<file path="config.mk">
export PLATFORM = sky130hd
export DESIGN_NAME = rk4o_mul
export DESIGN_NICKNAME = d
export VERILOG_FILES = /design/src/rtl/rk4o_pkg.sv /design/src/rtl/rk4o_mul.sv
export SDC_FILE = /design/constraint.sdc
export NUM_CORES = 2
export LEC_CHECK = 0
export ABC_AREA = 1
export BUFFER_PORTS_ARGS = -buffer_cell sky130_fd_sc_hd__buf_4
export CAP_MARGIN = 5
export CORE_MARGIN = 2
export CORE_UTILIZATION = 35
export CTS_CLUSTER_DIAMETER = 50
export DETAILED_ROUTE_END_ITERATION = 8
export PLACE_DENSITY = 0.59
export SLEW_MARGIN = 10
export SYNTH_ARGS = -nofsm -noshare
export SYNTH_HDL_FRONTEND = slang
export SYNTH_SLANG_ARGS = --single-unit
</file>
<file path="constraint.sdc">
create_clock -name clk_i -period 9.45 [get_ports clk_i]
set_input_delay 1.89 -clock clk_i [delete_from_list [all_inputs] [get_ports clk_i]]
set_output_delay 1.89 -clock clk_i [all_outputs]
set_load 0.01 [all_outputs]
</file>
<file path="src/rtl/rk4o_pkg.sv">
// Shared types, constants and helpers of the RK4 oscillator step unit.
package rk4o_pkg;

  // Word format: signed fixed point with FRAC_BITS fraction bits.
  localparam int W         = 48;
  localparam int FRAC_BITS = 32;
  localparam int H_W       = FRAC_BITS + 1;
  localparam int PROD_W    = 2 * W;
  localparam int TDATA_W   = 2 * W;

  // Wide sums keep four guard bits, enough for k1 + 2*k2 + 2*k3 + k4 plus a bias.
  localparam int SUM_W     = W + 4;

  // Step size after reset, about 0.0001.
  localparam logic [H_W-1:0] H_RESET = H_W'(429497);

  typedef logic signed [W-1:0]     word_t;
  typedef logic signed [SUM_W-1:0] sum_t;

  localparam word_t W_MAX = {1'b0, {(W-1){1'b1}}};
  localparam word_t W_MIN = {1'b1, {(W-1){1'b0}}};

  // The weighted sums start at 6 * 2^(W-1) so the divider sees a nonnegative value.
  localparam logic [SUM_W-1:0] SUM_BIAS  = SUM_W'(3) << W;
  // Quotient of that bias by six, removed again after division.
  localparam logic [SUM_W-1:0] QUOT_BIAS = SUM_W'(1) << (W - 1);

  // Configuration register indexes.
  typedef enum logic [1:0] {
    CFG_DRIVE,
    CFG_STIFF,
    CFG_DAMP,
    CFG_STEP
  } cfg_idx_e;

  // Multiplier request and response.
  typedef struct packed {
    logic  start;
    word_t a;
    word_t b;
  } mul_req_t;

  typedef struct packed {
    logic  done;
    logic  clip;
    word_t res;
  } mul_rsp_t;

  // Divide-by-six request and response, two lanes.
  typedef struct packed {
    logic             start;
    logic [SUM_W-1:0] u_pos;
    logic [SUM_W-1:0] u_vel;
  } div_req_t;

  typedef struct packed {
    logic             done;
    logic [SUM_W-1:0] q_pos;
    logic [SUM_W-1:0] q_vel;
  } div_rsp_t;

  typedef struct packed {
    logic  clip;
    word_t val;
  } sat_t;

  // Sign-extend a word to the wide sum format.
  function automatic sum_t sx(input word_t x);
    return {{(SUM_W-W){x[W-1]}}, x};
  endfunction

  // Clip a wide sum to the word range and flag whether it clipped.
  function automatic sat_t sat_word(input sum_t v);
    sat_t r;
    r.clip = 1'b0;
    r.val  = v[W-1:0];
    if (!((&v[SUM_W-1:W-1]) || !(|v[SUM_W-1:W-1]))) begin
      r.clip = 1'b1;
      r.val  = v[SUM_W-1] ? W_MIN : W_MAX;
    end
    return r;
  endfunction

endpackage

</file>
<file path="src/rtl/rk4o_mul.sv">
// Sequential signed fixed-point multiplier: four 25x25 partial products, one per cycle,
// accumulated into the exact product, then scaled and clipped to the word range.
module rk4o_mul (
  input  logic               clk_i,
  input  logic               rst_ni,
  input  rk4o_pkg::mul_req_t req_i,
  output rk4o_pkg::mul_rsp_t rsp_o
);

  localparam int HALF_W = rk4o_pkg::W / 2;
  localparam int PART_W = HALF_W + 1;
  localparam int PP_W   = 2 * PART_W;
  localparam int PARTS  = 4;

  logic                                busy_q;
  logic [2:0]                          cnt_q;
  logic                                done_q;
  rk4o_pkg::word_t                     a_q, b_q;
  logic signed [PP_W-1:0]              pp_q, pp_d;
  logic [1:0]                          psel_q;
  logic signed [rk4o_pkg::PROD_W-1:0]  acc_q;
  logic signed [rk4o_pkg::PROD_W-1:0]  addend;
  logic signed [rk4o_pkg::PROD_W-1:0]  scaled;
  logic signed [PART_W-1:0]            x, y;
  logic [rk4o_pkg::PROD_W-rk4o_pkg::W:0] top;

  // Low halves are unsigned, high halves carry the sign.
  function automatic logic signed [PART_W-1:0] lo_part(input rk4o_pkg::word_t v);
    return {1'b0, v[HALF_W-1:0]};
  endfunction

  function automatic logic signed [PART_W-1:0] hi_part(input rk4o_pkg::word_t v);
    return {v[rk4o_pkg::W-1], v[rk4o_pkg::W-1:HALF_W]};
  endfunction

  // Partial product selection for this cycle.
  always_comb begin
    case (cnt_q)
      3'd0: begin
        x = lo_part(a_q);
        y = lo_part(b_q);
      end
      3'd1: begin
        x = lo_part(a_q);
        y = hi_part(b_q);
      end
      3'd2: begin
        x = hi_part(a_q);
        y = lo_part(b_q);
      end
      default: begin
        x = hi_part(a_q);
        y = hi_part(b_q);
      end
    endcase
    pp_d = x * y;
  end

  // Align the registered partial product to its weight.
  always_comb begin
    addend = {{(rk4o_pkg::PROD_W-PP_W){pp_q[PP_W-1]}}, pp_q};
    case (psel_q)
      2'd0:    addend = addend;
      2'd3:    addend = addend <<< rk4o_pkg::W;
      default: addend = addend <<< HALF_W;
    endcase
  end

  // Control: latch on start, run the partial products, pulse done.
  always_ff @(posedge clk_i or negedge rst_ni) begin
    if (!rst_ni) begin
      busy_q <= 1'b0;
      cnt_q  <= '0;
      done_q <= 1'b0;
    end else begin
      done_q <= 1'b0;
      if (req_i.start) begin
        busy_q <= 1'b1;
        cnt_q  <= '0;
      end else if (busy_q) begin
        cnt_q <= cnt_q + 3'd1;
        if (cnt_q == 3'(PARTS)) begin
          busy_q <= 1'b0;
          done_q <= 1'b1;
        end
      end
    end
  end

  // Datapath: the partial product is registered, then added to the accumulator in the next cycle.
  always_ff @(posedge clk_i) begin
    if (req_i.start) begin
      a_q   <= req_i.a;
      b_q   <= req_i.b;
      acc_q <= '0;
    end else if (busy_q) begin
      pp_q   <= pp_d;
      psel_q <= cnt_q[1:0];
      if (cnt_q != 3'd0) begin
        acc_q <= acc_q + addend;
      end
    end
  end

  // Drop the fraction bits with floor rounding and clip to the word range.
  always_comb begin
    scaled = acc_q >>> rk4o_pkg::FRAC_BITS;
    top    = scaled[rk4o_pkg::PROD_W-1:rk4o_pkg::W-1];
    rsp_o.done = done_q;
    rsp_o.clip = !((&top) || !(|top));
    if (rsp_o.clip) begin
      rsp_o.res = scaled[rk4o_pkg::PROD_W-1] ? rk4o_pkg::W_MIN : rk4o_pkg::W_MAX;
    end else begin
      rsp_o.res = scaled[rk4o_pkg::W-1:0];
    end
  end

endmodule

</file>
Word-level counts from Yosys, hierarchy flattened
Cells that the tools add are included.
{"block": "totals", "regBits": 249, "in_bits": 99, "out_inout_bits": 50, "elab_cells": 42}
{"block": "classes", "add_sub_neg": 2, "multipliers": 1, "eq_ne": 4, "mux": 13, "n_bitwise": 1, "reduce_logical": 13}
{"operator": "96-bit one-hot mux with 2 select lines", "n": 1}
{"operator": "96-bit adder", "n": 1}
{"operator": "48-bit two-way mux", "n": 2}
{"operator": "25-bit by 25-bit multiplier with 50-bit output", "n": 1}
{"operator": "25-bit two-way mux", "n": 2}
{"operator": "17-bit AND reduction", "n": 1}
{"operator": "17-bit OR reduction", "n": 1}
{"operator": "1-bit two-way mux", "n": 6}
{"operator": "3-bit two-way mux", "n": 2}
{"operator": "2-bit AND reduction", "n": 2}
{"operator": "2-bit OR reduction", "n": 2}
{"operator": "3-bit by 1-bit adder with 3-bit output, second input constant", "n": 1}
{"operator": "3-bit by 1-bit equality test with 1-bit output, second input constant", "n": 1}
{"operator": "3-bit by 2-bit equality test with 1-bit output, second input constant", "n": 1}
{"operator": "3-bit equality test, second input constant", "n": 1}
{"operator": "3-bit zero test", "n": 1}
{"operator": "3-bit nonzero test", "n": 1}
{"operator": "2-bit equality test, second input constant", "n": 1}
{"operator": "1-bit zero test", "n": 2}
{"operator": "2-bit zero test", "n": 1}
{"operator": "2-bit nonzero test", "n": 1}
{"operator": "1-bit logical OR", "n": 1}
{"operator": "1-bit NOT", "n": 1}

Longest topological paths before layout
{"block": "logic_depth", "ltp_word": 4, "mapped_depth": 37, "depth_no_buf": 36}

Worst setup path after synthesis
No wires, ideal clock.
{"block": "synth_timing", "kind": "register to register", "from": "register cnt_q[0]", "to": "register pp_q[49], data pin", "setup_time_ps": 253, "arrival_time_ps": 7322, "required_ps": 9197, "setup_slack_ps": 1875, "stages_incl_launch_ff": 32, "n_path_buf": 1, "synth_period_minus_slack_ps": 7575, "path_cell_list": "dfrtp_1 > inv_1 > ha_1 > o21ai_2 > buf_2 > nand2_1 > o21ai_0 > inv_1 > nor2_1 > inv_1 > fa_1 > inv_1 > fa_1 > inv_1 > fa_1 > inv_1 > fa_1 > inv_1 > fa_1 > fa_1 > fa_1 > inv_1 > ha_1 > inv_1 > nor3_1 > nand2_1 > nor4_1 > nand2_1 > nand2_1 > a31oi_1 > nand3_1 > nand2_1"}
{"block": "synth_between", "elab_chain_len": 4, "word_cells_on_any_way": 8, "cone_classes": "mul: 1; eq/ne: 2; mux: 2; reduce/logical: 3"}
{"element": "from (decl)", "line_no": "rk4o_mul.sv:16", "text": "logic [2:0] cnt_q;"}
{"element": "from (signal assigned)", "line_no": "rk4o_mul.sv:81", "text": "cnt_q <= cnt_q + 3'd1;"}
{"element": "3-bit by 1-bit equality test with 1-bit output (tied with other cells)", "line_no": "rk4o_mul.sv:38", "text": "case (cnt_q)"}
{"element": "2-bit OR reduction (no line)"}
{"element": "25-bit two-way mux", "line_no": "rk4o_mul.sv:38"}
{"element": "25-bit by 25-bit multiplier with 50-bit output (*)", "line_no": "rk4o_mul.sv:56", "text": "pp_d = x * y;"}
{"element": "via pp_d[49]", "line_no": "rk4o_mul.sv:19", "text": "logic signed [PP_W-1:0] pp_q, pp_d;"}
{"element": "to (signal assigned)", "line_no": "rk4o_mul.sv:97", "text": "pp_q <= pp_d;"}
{"element": "to (decl)", "line_no": "rk4o_mul.sv:19"}
The timed path passes the listed nets; every way through them passes the cells marked *.
A chain may end at the register's enable or synchronous reset.

Worst setup path in the final report
{"block": "layout_timing", "from": "register cnt_q[0]", "to": "register pp_q[48], data pin"}
Same word-level chain as after synthesis.

==> impl_metrics.tcl <==
set metrics [dict create \
    port_buffers 148 \
    yosysWarnings 0 \
    die_area_sq_um 125000 \
    vias 38200 \
    reg2reg_to "pp_q[48]$_DFFE_PP_" \
    drv_cap 0 \
    drtPass1Iterations 6 \
    io_pins 149 \
    wire_per_inst_um 21.1 \
    syn_avg_cell_area_sq_um 7.24 \
    maxSlewHeadroom_pct 34.8 \
    grt_pass1_wl_mm 242 \
    period_minus_slack_ns 8.67 \
    synth_ff_type "edfxtp_1" \
    critPathMaxFanout 14 \
    finalHoldViolations 0 \
    cts-root-buf "clkbuf_16" \
    drive_above_1_share_pct 6.91 \
    cts_buffers 49 \
    dp_hpwl_mm 138 \
    post_cts_resized 0 \
    clk_latency_ns 0.66 \
    fin_tns_setup_ns 0 \
    clock_sinks 249 \
    min_path_cells 1 \
    grt_pass1_vias 38900 \
    drc 0 \
    antenna_left 0 \
    layout_commonest_cell "inv_1" \
    cp.required_ns 9.86 \
    start_util_pct 35.2 \
    drt_iter0_markers 3144 \
    finalWeightedCongestion 1.03 \
    ys_types 53 \
    num_rows 128 \
    hold_buffers 0 \
    crit_arrival_ns 9.08 \
    worst_pin_slew_ns 0.970 \
    tritoncts "done" \
    crit_type "flop to flop" \
    path_delay_family "adder cells" \
    min_path_type "flop to flop" \
    nets 7025 \
    grt_usage_pct 25.8 \
    critPathMostFrequentCell "fa_1" \
    cp_slowest_cell "fa_1" \
    ys_seq_area_share_pct 15.1 \
    post-cts-setup-buffers 0 \
    grt_max_degree 99 \
    cp-end-kind "flop" \
    skew_ns 0.0416 \
    synth_edf_count 148 \
    drt_wl_total_mm 163 \
    final.fill_count 13000 \
    critPathMaxStageDelay_ns 0.83 \
    min-delay-start "cnt_q[2]$_DFFE_PN0P_" \
    worstReg2RegStart "cnt_q[0]$_DFFE_PN0P_" \
    synth_area_sq_um 42900 \
    cts_buffer_depth 3 \
    critPathBufInv 6 \
    drt-vias-per-instance 4.96 \
    setup_viol 0 \
    mostFrequentLayoutCells "1433 x inv_1, 1428 x nand2_1, 659 x fa_1" \
    min_to "busy_q$_DFF_PN0_" \
    crit_path_start_kind "flop" \
    netlist_instances 5917 \
    grt_antenna_before_repair 4 \
    fin_crit_sh_pct 91.8 \
    core_sq_um 122000 \
    slew_viol_final 0 \
    syn_nets 6917 \
    die_width_um 354 \
    cts_max_level 2 \
    outcome "completed" \
    reg2regPathDepth 25 \
    clkTransAtPathRegs_ns 0.06 \
    area_delta_synth_final_pct 11.1 \
    ff2ff_setup_slack_ns 0.78 \
    grt-ovfl-total 0 \
    die_h_um 354 \
    synthArstFlopShare_pct 2.01 \
    ys_ff_latch 249 \
    fmax_mhz 115 \
    rsz0062_at_grt "no" \
]
## layer usage
layer  global-route usage (%)  vias to the layer above  part of all wire (%)  wire (um)
met4                     13.5                        2                   6.2      10100
met1                     33.1                    18400                    42      68100
met5                        0                        -                 0.011         18
met2                     42.6                     1488                    46      74100
li1                         -                    17900                     -          -
met3                     3.28                      362                   6.3      10300
## state kept, by name, indices dropped and copies added, names as in the netlist
register / cells
busy_q: 1
acc_q: 96
pp_q: 50
cnt_q: 3
a_q: 48
psel_q: 2
b_q: 48
done_q: 1
## synthesized netlist by cell type (all sizes together), types with 67 or more instances
cell    count  share of area [%]
o21ai     254                3.1
inv      1448                 13
a21oi     252                3.0
dfxtp      96                4.5
ha        242                7.1
nand3     237                2.8
clkbuf     91               0.80
edfxtp    148                 10
buf        84               0.99
nand2    1454                 13
xor2       67                1.4
fa        659                 31
nor2      665                5.9
## cells by family (layout without fill, tap and decap cells)
family | after synthesis | count (layout) | share of synthesized area (%)
simple gates | 2464 | 2464 | 23.2
buf+inv | 1624 | 1771 | 14.5
fa+ha+maj | 901 | 901 | 37.8
compound gates | 587 | 588 | 7.43
flops | 249 | 249 | 15.1
xor+xnor | 91 | 91 | 1.86
mux | 1 | 1 | 0.0234
other cells | 0 | 1 | 0
## metrics by stage
step | instances | utilization [%] | setup slack (ns) | instance area [sq um] | hold WS [ns]
final | 7691 | 39.1 | 0.779 | 47600 | 0.496
after global routing | 7690 | 39.1 | 0.144 | 47600 | 0.521
after CTS | 7689 | 39.1 | 0.492 | 47600 | 0.496
after detailed placement | 7598 | 37.7 | 0.495 | 45900 | 0.489
after global placement | 7598 | 37.7 | 0.591 | 45900 | 0.482
after floorplan | 5917 | - | 1.88 | 42900 | 0.463
## worst max path at each step
| stage | slack (ns) | start | cells after the start | to |
|---|---|---|---|---|
| final | 0.78 | cnt_q[0]$_DFFE_PN0P_ | 25 | pp_q[48]$_DFFE_PP_ |
| after global routing | 0.14 | cnt_q[0]$_DFFE_PN0P_ | 29 | pp_q[47]$_DFFE_PP_ |
| after CTS | 0.49 | cnt_q[0]$_DFFE_PN0P_ | 28 | pp_q[48]$_DFFE_PP_ |
| after detailed placement | 0.50 | cnt_q[0]$_DFFE_PN0P_ | 28 | pp_q[48]$_DFFE_PP_ |
| after global placement | 0.59 | cnt_q[0]$_DFFE_PN0P_ | 29 | pp_q[47]$_DFFE_PP_ |
| after floorplan | 1.88 | cnt_q[0]$_DFFE_PN0P_ | 31 | pp_q[49]$_DFFE_PP_ |
## final cells by class
class                           count  area [sq um]  share of cell area [%]
Antenna cell                        1          2.50                 0.00526
Clock buffer                       60          1310                    2.75
Clock inverter                     31           348                   0.731
Inverter                         1449          5440                    11.4
Multi-Input combinational cell   4045         30300                    63.5
Sequential cell                   249          6490                    13.6
Tap cell                         1625          2030                    4.27
Timing Repair Buffer              231          1740                    3.66
Power is left out: the tool's default activity adds up to more than one toggle a clock period on the data nets, which glitch-free logic cannot reach.
