**config.mk**
```make
export PLATFORM = sky130hd
export DESIGN_NAME = rk4o_div6
export DESIGN_NICKNAME = d
export VERILOG_FILES = /design/src/rtl/rk4o_pkg.sv /design/src/rtl/rk4o_div6.sv
export SDC_FILE = /design/constraint.sdc
export NUM_CORES = 1
export LEC_CHECK = 0
export ABC_AREA = 1
export BUFFER_PORTS_ARGS = -buffer_cell sky130_fd_sc_hd__buf_2
export CORE_ASPECT_RATIO = 1.75
export CORE_MARGIN = 5
export CORE_UTILIZATION = 36
export DETAILED_ROUTE_END_ITERATION = 8
export GPL_TIMING_DRIVEN = 0
export PLACE_DENSITY_LB_ADDON = 0.1
export REMOVE_ABC_BUFFERS = 1
export SLEW_MARGIN = 5
export SYNTH_ARGS = -nofsm -noshare
export SYNTH_HDL_FRONTEND = slang
export SYNTH_SLANG_ARGS = --single-unit
```
**constraint.sdc**
```tcl
create_clock -name clk_i -period 8.22 [get_ports clk_i]
set_input_delay 0.822 -clock clk_i [delete_from_list [all_inputs] [get_ports clk_i]]
set_output_delay 0.822 -clock clk_i [all_outputs]
set_load 0.005 [all_outputs]
```
**src/rtl/rk4o_pkg.sv**
```systemverilog
// Shared types, constants and helpers of the RK4 oscillator step unit.
package rk4o_pkg;

  // Word format: signed fixed point with FRAC_BITS fraction bits.
  localparam int W         = 48;
  localparam int FRAC_BITS = 32;
  localparam int H_W       = FRAC_BITS + 1;
  localparam int PROD_W    = 2 * W;
  localparam int TDATA_W   = 2 * W;

  // Wide sums keep four guard bits, enough for k1 + 2*k2 + 2*k3 + k4 plus a bias.
  localparam int SUM_W     = W + 4;

  // Step size after reset, about 0.0001.
  localparam logic [H_W-1:0] H_RESET = H_W'(429497);

  typedef logic signed [W-1:0]     word_t;
  typedef logic signed [SUM_W-1:0] sum_t;

  localparam word_t W_MAX = {1'b0, {(W-1){1'b1}}};
  localparam word_t W_MIN = {1'b1, {(W-1){1'b0}}};

  // The weighted sums start at 6 * 2^(W-1) so the divider sees a nonnegative value.
  localparam logic [SUM_W-1:0] SUM_BIAS  = SUM_W'(3) << W;
  // Quotient of that bias by six, removed again after division.
  localparam logic [SUM_W-1:0] QUOT_BIAS = SUM_W'(1) << (W - 1);

  // Configuration register indexes.
  typedef enum logic [1:0] {
    CFG_DRIVE,
    CFG_STIFF,
    CFG_DAMP,
    CFG_STEP
  } cfg_idx_e;

  // Multiplier request and response.
  typedef struct packed {
    logic  start;
    word_t a;
    word_t b;
  } mul_req_t;

  typedef struct packed {
    logic  done;
    logic  clip;
    word_t res;
  } mul_rsp_t;

  // Divide-by-six request and response, two lanes.
  typedef struct packed {
    logic             start;
    logic [SUM_W-1:0] u_pos;
    logic [SUM_W-1:0] u_vel;
  } div_req_t;

  typedef struct packed {
    logic             done;
    logic [SUM_W-1:0] q_pos;
    logic [SUM_W-1:0] q_vel;
  } div_rsp_t;

  typedef struct packed {
    logic  clip;
    word_t val;
  } sat_t;

  // Sign-extend a word to the wide sum format.
  function automatic sum_t sx(input word_t x);
    return {{(SUM_W-W){x[W-1]}}, x};
  endfunction

  // Clip a wide sum to the word range and flag whether it clipped.
  function automatic sat_t sat_word(input sum_t v);
    sat_t r;
    r.clip = 1'b0;
    r.val  = v[W-1:0];
    if (!((&v[SUM_W-1:W-1]) || !(|v[SUM_W-1:W-1]))) begin
      r.clip = 1'b1;
      r.val  = v[SUM_W-1] ? W_MIN : W_MAX;
    end
    return r;
  endfunction

endpackage

```
**src/rtl/rk4o_div6.sv**
```systemverilog
// Floor division of two nonnegative wide sums by six, one hex digit per cycle in each lane.
module rk4o_div6 (
  input  logic               clk_i,
  input  logic               rst_ni,
  input  rk4o_pkg::div_req_t req_i,
  output rk4o_pkg::div_rsp_t rsp_o
);

  localparam int DIGITS  = rk4o_pkg::SUM_W / 4;
  localparam int CNT_W   = $clog2(DIGITS);
  localparam int DIVISOR = 6;
  // 43/256 slightly exceeds 1/6; the error stays below one for partial remainders under 96.
  localparam int RECIP   = 43;

  typedef struct packed {
    logic [3:0] q;
    logic [2:0] rem;
  } digit_t;

  logic                         busy_q;
  logic                         done_q;
  logic [CNT_W-1:0]             cnt_q;
  logic [rk4o_pkg::SUM_W-1:0]   up_q, uv_q, qp_q, qv_q;
  logic [2:0]                   rp_q, rv_q;
  digit_t                       dp, dv;

  // One quotient digit from the running remainder and the next dividend digit.
  function automatic digit_t div_digit(input logic [2:0] r, input logic [3:0] n);
    logic [6:0]  part;
    logic [12:0] prod;
    digit_t      d;
    part  = {r, n};
    prod  = 13'(part) * 13'(RECIP);
    d.q   = prod[11:8];
    d.rem = 3'(part - 7'(d.q) * 7'(DIVISOR));
    return d;
  endfunction

  always_comb begin
    dp = div_digit(rp_q, up_q[rk4o_pkg::SUM_W-1 -: 4]);
    dv = div_digit(rv_q, uv_q[rk4o_pkg::SUM_W-1 -: 4]);
  end

  // Control.
  always_ff @(posedge clk_i or negedge rst_ni) begin
    if (!rst_ni) begin
      busy_q <= 1'b0;
      done_q <= 1'b0;
      cnt_q  <= '0;
    end else begin
      done_q <= 1'b0;
      if (req_i.start) begin
        busy_q <= 1'b1;
        cnt_q  <= '0;
      end else if (busy_q) begin
        cnt_q <= cnt_q + 1'b1;
        if (cnt_q == CNT_W'(DIGITS - 1)) begin
          busy_q <= 1'b0;
          done_q <= 1'b1;
        end
      end
    end
  end

  // Shift the dividends out and the quotient digits in, most significant first.
  always_ff @(posedge clk_i) begin
    if (req_i.start) begin
      up_q <= req_i.u_pos;
      uv_q <= req_i.u_vel;
      rp_q <= '0;
      rv_q <= '0;
    end else if (busy_q) begin
      up_q <= up_q << 4;
      uv_q <= uv_q << 4;
      qp_q <= {qp_q[rk4o_pkg::SUM_W-5:0], dp.q};
      qv_q <= {qv_q[rk4o_pkg::SUM_W-5:0], dv.q};
      rp_q <= dp.rem;
      rv_q <= dv.rem;
    end
  end

  assign rsp_o.done  = done_q;
  assign rsp_o.q_pos = qp_q;
  assign rsp_o.q_vel = qv_q;

endmodule

```
# --- Word-level counts from Yosys, hierarchy flattened ---
# Cells that the tools add are included.
classes:
  n_addsub: 3
  n_mul: 4
  eq_ne: 1
  mux: 12
  bitwise: 1
  n_reduce_logical: 2
op_table:
  columns: ["op", "count"]
  rows:
  - ["$mux W52", 4]
  - ["$mul A7 B6 Y12 const B", 2]
  - ["$mul A4 B2 Y2 const B", 2]
  - ["$mux W4", 2]
  - ["$mux W1", 6]
  - ["$sub A3 B3 Y3", 2]
  - ["$add A4 B1 Y4 const B", 1]
  - ["$eq A4 B4 Y1 const B", 1]
  - ["$reduce_and A2 Y1", 1]
  - ["$reduce_bool A2 Y1", 1]
  - ["$not A1 Y1", 1]
word_totals:
  reg_bits: 220
  in_bits: 107
  output_inout_bits: 105
  elab_cells: 32

# --- Longest topological paths before layout ---
# Gate-level depths: netlist of the first run.
logic_depth:
  depth_word: 4
  mapped_depth: 19
  depth_no_buf: 19

# --- Least setup slack after synthesis of the first run ---
# No wires, ideal clock.
synth_timing:
  path_type: "in2reg"
  from: "in req_i[104] (netlist name)"
  to: "reg rp_q[1]"
  setup_time_ns: 0.093
  arrival_ns: 5.997
  t_required_ns: 8.127
  path_slack_ns: 2.130
  stages: 4
  path_buffers: 1
  path_cell_list: "buf_2 -> nor2_1 -> inv_1 -> o21ai_0"
synth_lines:
  columns: ["item", "line_no", "text"]
  rows:
  - ["start, declared", "rk4o_div6.sv:5", "input rk4o_pkg::div_req_t req_i,"]
  - ["end signal, assigned", "rk4o_div6.sv:77", "rp_q <= dp.rem;"]
  - ["end, declared", "rk4o_div6.sv:24", "logic [2:0] rp_q, rv_q;"]

==> results of run 1 <==
cells in the final DEF (no fill, tap or decap), types with 4 or more instances in the layout:
cell type	n
clkinv_1	4
a21oi_1	6
inv_1	63
dfxtp_1	6
nand3_1	15
o21ai_0	4
clkinv_2	5
ha_1	58
clkbuf_1	6
buf_2	210
fa_1	12
clkbuf_16	23
xor2_1	8
buf_12	4
nand2_2	11
edfxtp_1	208
dfrtp_1	6
nand2_1	344
nor2_1	10
sequential cells by signal, summed over array words and instances, names as in the netlist:
name,cells
busy_q,1
cnt_q,4
done_q,1
qp_q,52
qv_q,52
rp_q,3
rv_q,3
up_q,52
uv_q,52
power groups by stage:
| stage | logic, mW | clock network (mW) | registers, mW |
|---|---|---|---|
| 2_1_floorplan | 0.560 | 0 | 1.47 |
| 3_3_place_gp | 0.812 | 0 | 1.48 |
| 3_5_place_dp | 0.827 | 0 | 1.48 |
| 4_1_cts | 0.829 | 1.03 | 1.46 |
| 5_1_grt | 0.958 | 1.07 | 1.47 |
| 6_report | 0.801 | 0.981 | 1.45 |
metal layers:
| metal | track usage | share of wire | vias up |
|---|---|---|---|
| met5 | 0 | 0.00058 | - |
| met4 | 0.0477 | 0.026 | 2 |
| met3 | 0.0333 | 0.080 | 27 |
| met2 | 0.216 | 0.49 | 193 |
| met1 | 0.145 | 0.40 | 2838 |
| li1 | - | - | 3066 |
through the flow:
| step | worst slack, ns | util |
|---|---|---|
| 3_3_place_gp | -1.61 | 0.413 |
| 3_5_place_dp | 4.50 | 0.419 |
| 2_1_floorplan | 2.34 | - |
| 5_1_grt | 4.25 | 0.445 |
| 6_report | 4.57 | 0.445 |
| 4_1_cts | 4.48 | 0.445 |
kinds of logic after synthesis:
kind of cell	after synthesis	share of synthesized area
XOR/XNOR	10	0.00918
AO/OA/AOI/OAI	16	0.0106
buffers and inverters	88	0.0361
AND/OR/NAND/NOR	389	0.160
adder cells (fa/ha/maj)	70	0.101
flip-flops	220	0.683
critical path: stages (launching register included):
cell,delay (ns)
edfxtp_1,0.51
ha_1,0.36
fa_1,0.51
inv_1,0.05
fa_1,0.53
inv_1,0.05
ha_1,0.32
a21oi_1,0.23
nand3_1,0.11
nand2_1,0.06
nand2_1,0.07
inv_1,0.11
ha_1,0.17
xor2_1,0.18
nand3_1,0.10
nand3_1,0.12
nand2_1,0.05
how the worst max path moves through the flow:
stage,from,endpoint,slack [ns],depth (start not counted)
2_1_floorplan,req_i[104],rp_q[1],2.34,3
3_3_place_gp,req_i[104],rp_q[2],-1.61,4
3_5_place_dp,up_q[50],rp_q[2],4.50,16
4_1_cts,up_q[50],rp_q[2],4.48,16
5_1_grt,up_q[50],rp_q[2],4.25,18
6_report,up_q[50],rp_q[2],4.57,16
cell type report:
type                       count  area [um2]
antenna                        1        2.50
timing repair buffer         217        1190
sequential                   220        6520
inverter                      65         249
clock inverter                12        86.3
fill                        2497       14600
tap                          324         405
multi-input combinational    485        2690
clock buffer                  30         612
==> impl_metrics.toml, run 1 <==
[yosys]
postSynthAreaPerCell_um2 = 12.0
ys_ff_latch = 220
synth_area_leaders = "edfxtp_1 65%, nand2_1 14%, ha_1 7.6%"
yosysTopAreaCell = "edfxtp_1"
syn_inst = 793
yosysWarnings = 0
synthFlopType = "edfxtp_1"
yosysTopAreaCellShare = 0.654
yosysSeqAreaShare = 0.683
synth_edf_count = 208
async_flop_share = 0.0273
post-synth-top-count-cell = "nand2_1"
netlist_area_um2 = 9540
synth_common_cells = "344 x nand2_1, 208 x edfxtp_1, 64 x inv_1, 58 x ha_1, 15 x nand3_1"
synth.distinct_cells = 29

[clocking]
hold_buffers = 0
cts_htree_levels = 1
clockRootBuffer = "clkbuf_16"
clock-sinks = 220
clkLatencyLatePin_ns = 0.52
path_clk_slew_ns = 0.07
cts_resized = 0
cts.repair_timing.setup_buffer_count = 0
cts_tree = "built"
cts_buffers = 23
cts_max_path_buffers = 3

[setup_path]
start_kind = "flip-flop"
reg2reg_setup_slack_ns = 4.57
worstReg2RegEnd = "rp_q[2]"
cp_data_arrival_time_ns = 4.07
r2r_start = "up_q[50]"
cp-end-kind = "flip-flop"
critical_path_class = "reg2reg"
cp_max_fo = 5
cp.required_ns = 8.64
ff2ff_path_depth = 16

[route]
drc = 0
viasPerCell = 4.52
routed_wl_um = 18900
firstDrtPassIters = 5
initialDrtViolationCount = 249
ant_nets = 0
vias = 6126
wl_per_cell_um = 13.9

[power_and_ir_drop]
p_int_mw = 2.28
power.density_nw_per_um2 = 275
switching_share = 0.295
power.leakage_nw = 5.59
p_sw_mw = 0.953
max-vdd-ir-drop_mv = 0.156
power.share.clock = 0.303
finalPower_mw = 3.23
seqPwrFrac = 0.449
combPwrFrac = 0.248

[final_layout]
fin_cells = 1354
area_delta_synth_final_pct = 23.2
final_area_um2 = 11800
drive_gt1_frac = 0.260
finalNetCount = 1189

[placement]
dp_cells = 1311
place_area_um2 = 11100
dp_hpwl_um = 13200
numPortBuffers = 211
gp_congestion = 0.755

[run_status]
status = "finished clean"

[die]
die_w_um = 133
start_util = 0.362
die_y_um = 225
placementRows = 79
dieArea_um2 = 30000
core_area_um2 = 26400
pin_count = 212

[timing]
setup_tns_ns = 0
tightest_slew_ns = 0.781
rsz0062_at_grt = "no"
setup_viol = 0
drv_slew = 0
relSlewSlack = 0.477
maxClockFrequency_mhz = 274
holdWs_ns = 0.120
finalHoldViolCount = 0
skew_ns = 0.0168
period_share = 0.444
post-route-min-period_ns = 3.65

[global_route]
grt_antenna_before_repair = 1
grt_max_degree = 69
grt-ovfl-total = 0
grt_pass1_wl_um = 30600
grt_util_all_layers = 0.124
grt_pass1_vias = 6179

[min_path]
hold_class = "in2async"

[job]
cap_violations = 0
(Power assumes the default switching activity.)
==> run 2, diff against run 1 <==
--- a/config.mk
+++ b/config.mk
@@ -5,7 +5,7 @@
 export SDC_FILE = /design/constraint.sdc
 export NUM_CORES = 1
 export LEC_CHECK = 0
-export ABC_AREA = 1
+export ABC_AREA = 0
 export BUFFER_PORTS_ARGS = -buffer_cell sky130_fd_sc_hd__buf_2
 export CORE_ASPECT_RATIO = 1.75
 export CORE_MARGIN = 5
==> constraint.sdc (replaced) <==
create_clock -name clk_i -period 3.63 [get_ports clk_i]
set_input_delay 0.363 -clock clk_i [delete_from_list [all_inputs] [get_ports clk_i]]
set_output_delay 0.363 -clock clk_i [all_outputs]
set_load 0.005 [all_outputs]
==> impl_metrics.toml, run 2 <==
[timing]
setup_tns_ns = 0
period_share = 0.994
tightest_slew_ns = 0.697
skew_ns = 0.00722
setup_viol = 0
drv_slew = 0
relSlewSlack = 0.535
finalHoldViolCount = 0
rsz0062_at_grt = "yes"
maxClockFrequency_mhz = 277
post-route-min-period_ns = 3.61

[yosys]
post-synth-top-count-cell = "edfxtp_1"
synthFlopType = "edfxtp_1"
yosysTopAreaCell = "edfxtp_1"
yosysTopAreaCellShare = 0.672
yosysWarnings = 0
synth.distinct_cells = 34
async_flop_share = 0.0273
synth_edf_count = 208
synth_area_leaders = "edfxtp_1 67%, mux2_2 12%, ha_1 7.8%"
postSynthAreaPerCell_um2 = 18.0
syn_inst = 515
synth_common_cells = "208 x edfxtp_1, 96 x mux2_2, 58 x ha_1, 38 x inv_1"
yosysSeqAreaShare = 0.701
netlist_area_um2 = 9290
ys_ff_latch = 220

[clocking]
cts_htree_levels = 1
clkLatencyLatePin_ns = 0.51
cts_max_path_buffers = 3
path_clk_slew_ns = 0.07
clock-sinks = 220
cts_tree = "built"
clockRootBuffer = "clkbuf_16"
cts_buffers = 22

[final_layout]
final_common_cell = "buf_2"
drive_gt1_frac = 0.514
fillCellCount = 2250
fin_cells = 1091
area_delta_synth_final_pct = 28.2
finalNetCount = 938
regArea_um2 = 6520
final_area_um2 = 11900
final_cell_mix = "210 x buf_2, 208 x edfxtp_1, 96 x mux2_2"
multiInputGateArea_um2 = 2790

[placement]
dp_cells = 1032
dp_hpwl_um = 12800
place_area_um2 = 10800
gp_congestion = 0.760
numPortBuffers = 211

[setup_path]
worstPathCellList = "ha_4, fa_1, inv_1, fa_1, inv_2, ha_4, nand4_1, o221ai_2, xor2_2, ha_2, xor2_1, xnor2_1, xnor2_1, a22o_1"
cp_data_arrival_time_ns = 4.01
critical_path_class = "reg2reg"
start_kind = "flip-flop"
cp_max_fo = 3
max_stage_delay_ns = 0.50
critPathBufInv = 2
cp.required_ns = 4.03
crit_family = "adder cells"
cp_slowest_cell = "fa_1"
cp-end-kind = "flip-flop"

[die]
die_w_um = 131
pin_count = 212
placementRows = 77
start_util = 0.367
die_y_um = 223
core_area_um2 = 25300
dieArea_um2 = 29300

[global_route]
grt_max_degree = 70
grt_pass1_vias = 5614
grt_util_all_layers = 0.120
grt-ovfl-total = 0
grt_pass1_wl_um = 29000
grt_antenna_before_repair = 1

[route]
drc = 0
vias = 5140
ant_nets = 0
initialDrtViolationCount = 204
routed_wl_um = 18300
viasPerCell = 4.71
firstDrtPassIters = 5
wl_per_cell_um = 16.7

[power_and_ir_drop]
finalPower_mw = 8.24
power.density_nw_per_um2 = 691
power.leakage_nw = 4.95
max-vdd-ir-drop_mv = 0.382

[run_status]
status = "finished clean"

[job]
cap_violations = 0

[min_path]
hold_class = "in2reg"
## run 2: cell types whose count changed after synthesis, moves of 7 or more
cell,previous run,this run
and2_1,0,8
buf_2,8,1
inv_1,64,38
mux2_2,0,96
nand2_1,344,5
nand2_2,11,0
nand3_1,15,1
xnor2_1,2,12
## run 2: kinds of logic after synthesis
logic type | after synthesis | share of synthesized area
xor gates and xnor gates | 19 | 0.0194
AOI/OAI and AO/OA | 19 | 0.0149
and+or+nand+nor | 35 | 0.0191
buffers and inverters | 53 | 0.0219
adders and majority gates | 70 | 0.104
DFF | 220 | 0.701
muxes | 99 | 0.120
## run 2: worst paths after layout
| path | slack [ns] | startpoint | to | depth (start not counted) |
|---|---|---|---|---|
| setup / recovery | 0.02 | up_q[50] | rp_q[2] | 14 |
| hold / removal | 0.13 | req_i[2] | uv_q[2] | 2 |
| setup reg to reg | 0.02 | up_q[50] | rp_q[2] | 14 |
| hold reg to reg | 0.44 | qv_q[11] | qv_q[15] | 0 |
| max in group asynchronous | 3.28 | rst_ni | busy_q | 2 |
| min in group asynchronous | 0.21 | rst_ni | done_q | 2 |
## run 2: stage by stage
step,hold slack [ns],worst slack (ns),util
finish,0.133,0.0203,0.470
CTS,0.108,0.0000742,0.467
global route,0.128,-0.155,0.470
detailed placement,0.193,-0.383,0.427
floorplan,0.0674,-2.24,-
global placement,0.187,-4.78,0.422
## run 2: report_power, final
part           internal, mW  total, mW  leakage (nW)  switching, mW
Combinational          1.42       2.61          2.34           1.19
Clock                  1.37       2.30         0.345          0.935
Sequential             3.18       3.33          2.27          0.148
## run 2: timing repair
item / CTS / global route
pin swaps: 21 / 10
cloned: 0 / 0
hold buffers: 1 / 0
endpoints found under the setup margin: 6 / 2
buffers inserted: 18 / 2
endpoints found under the hold margin: 6 / 0
resized for setup: 24 / 14
## run 2: area by class of cell
cell class	count	share of cell area
inverters	38	0.0122
repair buffers	237	0.113
clock buffers	28	0.0499
diodes	1	0.000210
flip-flops and latches	220	0.547
multi-input cells	242	0.234
well taps	316	0.0332
clock inverters	9	0.0103
## run 2: metal layers
| layer | vias up | part of all wire | GRT usage |
|---|---|---|---|
| met2 | 180 | 0.51 | 0.212 |
| met3 | 32 | 0.087 | 0.0416 |
| met5 | - | 0.00071 | 0 |
| met4 | 2 | 0.027 | 0.0438 |
| met1 | 2507 | 0.37 | 0.132 |
| li1 | 2419 | - | - |
## run 2: worst reg2reg max path: stages, from the launching register on
cell and delay, ns:
edfxtp_1 0.48, ha_4 0.26, fa_1 0.50, inv_1 0.05, fa_1 0.50, inv_2 0.05
ha_4 0.27, nand4_1 0.10, o221ai_2 0.25, xor2_2 0.22, ha_2 0.21, xor2_1 0.17
xnor2_1 0.16, xnor2_1 0.11, a22o_1 0.18
==> run 3, diff against run 2 <==
--- a/config.mk
+++ b/config.mk
@@ -8,7 +8,7 @@
 export ABC_AREA = 0
 export BUFFER_PORTS_ARGS = -buffer_cell sky130_fd_sc_hd__buf_2
 export CORE_ASPECT_RATIO = 1.75
-export CORE_MARGIN = 5
+export CORE_MARGIN = 2
 export CORE_UTILIZATION = 36
 export DETAILED_ROUTE_END_ITERATION = 8
 export GPL_TIMING_DRIVEN = 0
==> impl_metrics.toml, run 3 (synthesis gave the netlist of run 2 again) <==
[run_status]
status = "finished clean"

[clocking]
cts_tree = "built"
path_clk_slew_ns = 0.06
cts_htree_levels = 1
clockRootBuffer = "clkbuf_16"
cts_buffers = 23
clock-sinks = 220
cts_max_path_buffers = 3
clkLatencyLatePin_ns = 0.51

[global_route]
grt_util_all_layers = 0.129
grt_antenna_before_repair = 2
grt-ovfl-total = 0
grt_max_degree = 66
grt_pass1_vias = 5635
grt_pass1_wl_um = 28500

[power_and_ir_drop]
power.density_nw_per_um2 = 683
p_int_mw = 5.87
max-vdd-ir-drop_mv = 0.358
power.leakage_nw = 4.94
power.share.clock = 0.275
switching_share = 0.280
combPwrFrac = 0.316
p_sw_mw = 2.28
seqPwrFrac = 0.409

[setup_path]
ff2ff_path_depth = 13
critical_path_class = "reg2reg"
cp.required_ns = 4.03
cp_max_fo = 3
r2r_start = "uv_q[51]"
cp_slowest_cell = "fa_1"
reg2reg_setup_slack_ns = 0.07
worstPathCellList = "ha_1, inv_2, fa_1, fa_1, inv_2, ha_4, or2_4, o311ai_4, a221oi_4, ha_2, xnor2_2, xnor3_1, a22o_1"
cp-end-kind = "flip-flop"
max_stage_delay_ns = 0.51
worstReg2RegEnd = "rv_q[2]"
start_kind = "flip-flop"
cp_data_arrival_time_ns = 3.96

[placement]
gp_congestion = 0.766
dp_hpwl_um = 12200
numPortBuffers = 211
place_area_um2 = 10800

[die]
die_y_um = 217
dieArea_um2 = 27200
start_util = 0.367
core_area_um2 = 25300
placementRows = 77
die_w_um = 125
pin_count = 212

[final_layout]
final_cell_mix = "210 x buf_2, 208 x edfxtp_1, 96 x mux2_2"
finalNetCount = 937
final_area_um2 = 11900
final_common_cell = "buf_2"
area_delta_synth_final_pct = 28.3
drive_gt1_frac = 0.526
diodes = 0
post-route-util = 0.471

[min_path]
hold_depth = 2
hold_class = "in2reg"
min_from = "req_i[2]"
whs_endpoint = "uv_q[2]"

[timing]
drv_slew = 0
period_share = 0.981
post-route-min-period_ns = 3.56
maxClockFrequency_mhz = 281
tightest_slew_ns = 0.797
setup_viol = 0
finalHoldViolCount = 0
setup_tns_ns = 0
relSlewSlack = 0.467
skew_ns = 0.0114
rsz0062_at_grt = "yes"

[route]
initialDrtViolationCount = 200
wl_per_cell_um = 16.3
firstDrtPassIters = 4
viasPerCell = 4.73
ant_nets = 0
routed_wl_um = 17800
vias = 5164
drc = 0

[job]
cap_violations = 0
## run 3: routing by layer
metal | part of all wire | up-vias | GRT usage
met1 | 0.37 | 2517 | 0.137
met5 | 0.00073 | - | 0
met3 | 0.077 | 30 | 0.0375
met2 | 0.53 | 195 | 0.235
li1 | - | 2420 | -
met4 | 0.023 | 2 | 0.0537
## run 3: stage by stage
stage / total power, mW / instances / setup WS [ns] / hold WS (ns)
finish: 8.14 / 1092 / 0.0680 / 0.135
global route: 8.64 / 1092 / -0.0640 / 0.119
CTS: 8.18 / 1091 / -0.0560 / 0.103
detailed placement: 5.33 / 1032 / -0.391 / 0.192
global placement: 5.25 / 1027 / -4.64 / 0.188
floorplan: 4.70 / 500 / -2.24 / 0.0674
## run 3: worst max-delay path, delay by kind of cell (launching register included)
kind | cells | cell delay [ns]
AO/OA/AOI/OAI | 3 | 0.59
flip-flops | 1 | 0.46
XOR/XNOR | 2 | 0.36
AND/OR/NAND/NOR | 1 | 0.12
buffers and inverters | 2 | 0.09
adder cells (fa/ha/maj) | 5 | 1.84
## run 3: cell type report
| cell class | count | area (um2) |
|---|---|---|
| inverter | 38 | 145 |
| tap | 316 | 395 |
| clock inverter | 11 | 91.3 |
| sequential | 220 | 6520 |
| fill | 2219 | 13400 |
| multi-input combinational | 242 | 2820 |
| timing repair buffer | 235 | 1340 |
| clock buffer | 30 | 622 |
## run 3: power groups by stage
stage / clock network [mW] / logic, mW / registers, mW
after floorplan: 0 / 1.33 / 3.37
after global placement: 0 / 1.85 / 3.39
after detailed placement: 0 / 1.93 / 3.40
after CTS: 2.34 / 2.49 / 3.34
after global routing: 2.43 / 2.85 / 3.37
final: 2.24 / 2.57 / 3.33
## run 3: worst max-delay path by stage
| stage | startpoint | endpoint | slack [ns] | cells past startpoint |
|---|---|---|---|---|
| 2_1_floorplan | busy_q | qp_q[0] | -2.24 | 1 |
| 3_3_place_gp | req_i[104] | qp_q[49] | -4.64 | 2 |
| 3_5_place_dp | uv_q[51] | rv_q[2] | -0.39 | 12 |
| 4_1_cts | uv_q[51] | rv_q[2] | -0.06 | 13 |
| 5_1_grt | rv_q[2] | rv_q[2] | -0.06 | 13 |
| 6_report | uv_q[51] | rv_q[2] | 0.07 | 13 |
## run 3: repair_timing
action	4_1_cts	5_1_grt
hold buffers	1	0
hold endpoints to repair	6	0
resized for setup	36	10
setup buffers	17	1
pin swaps	33	14
setup endpoints to repair	6	2
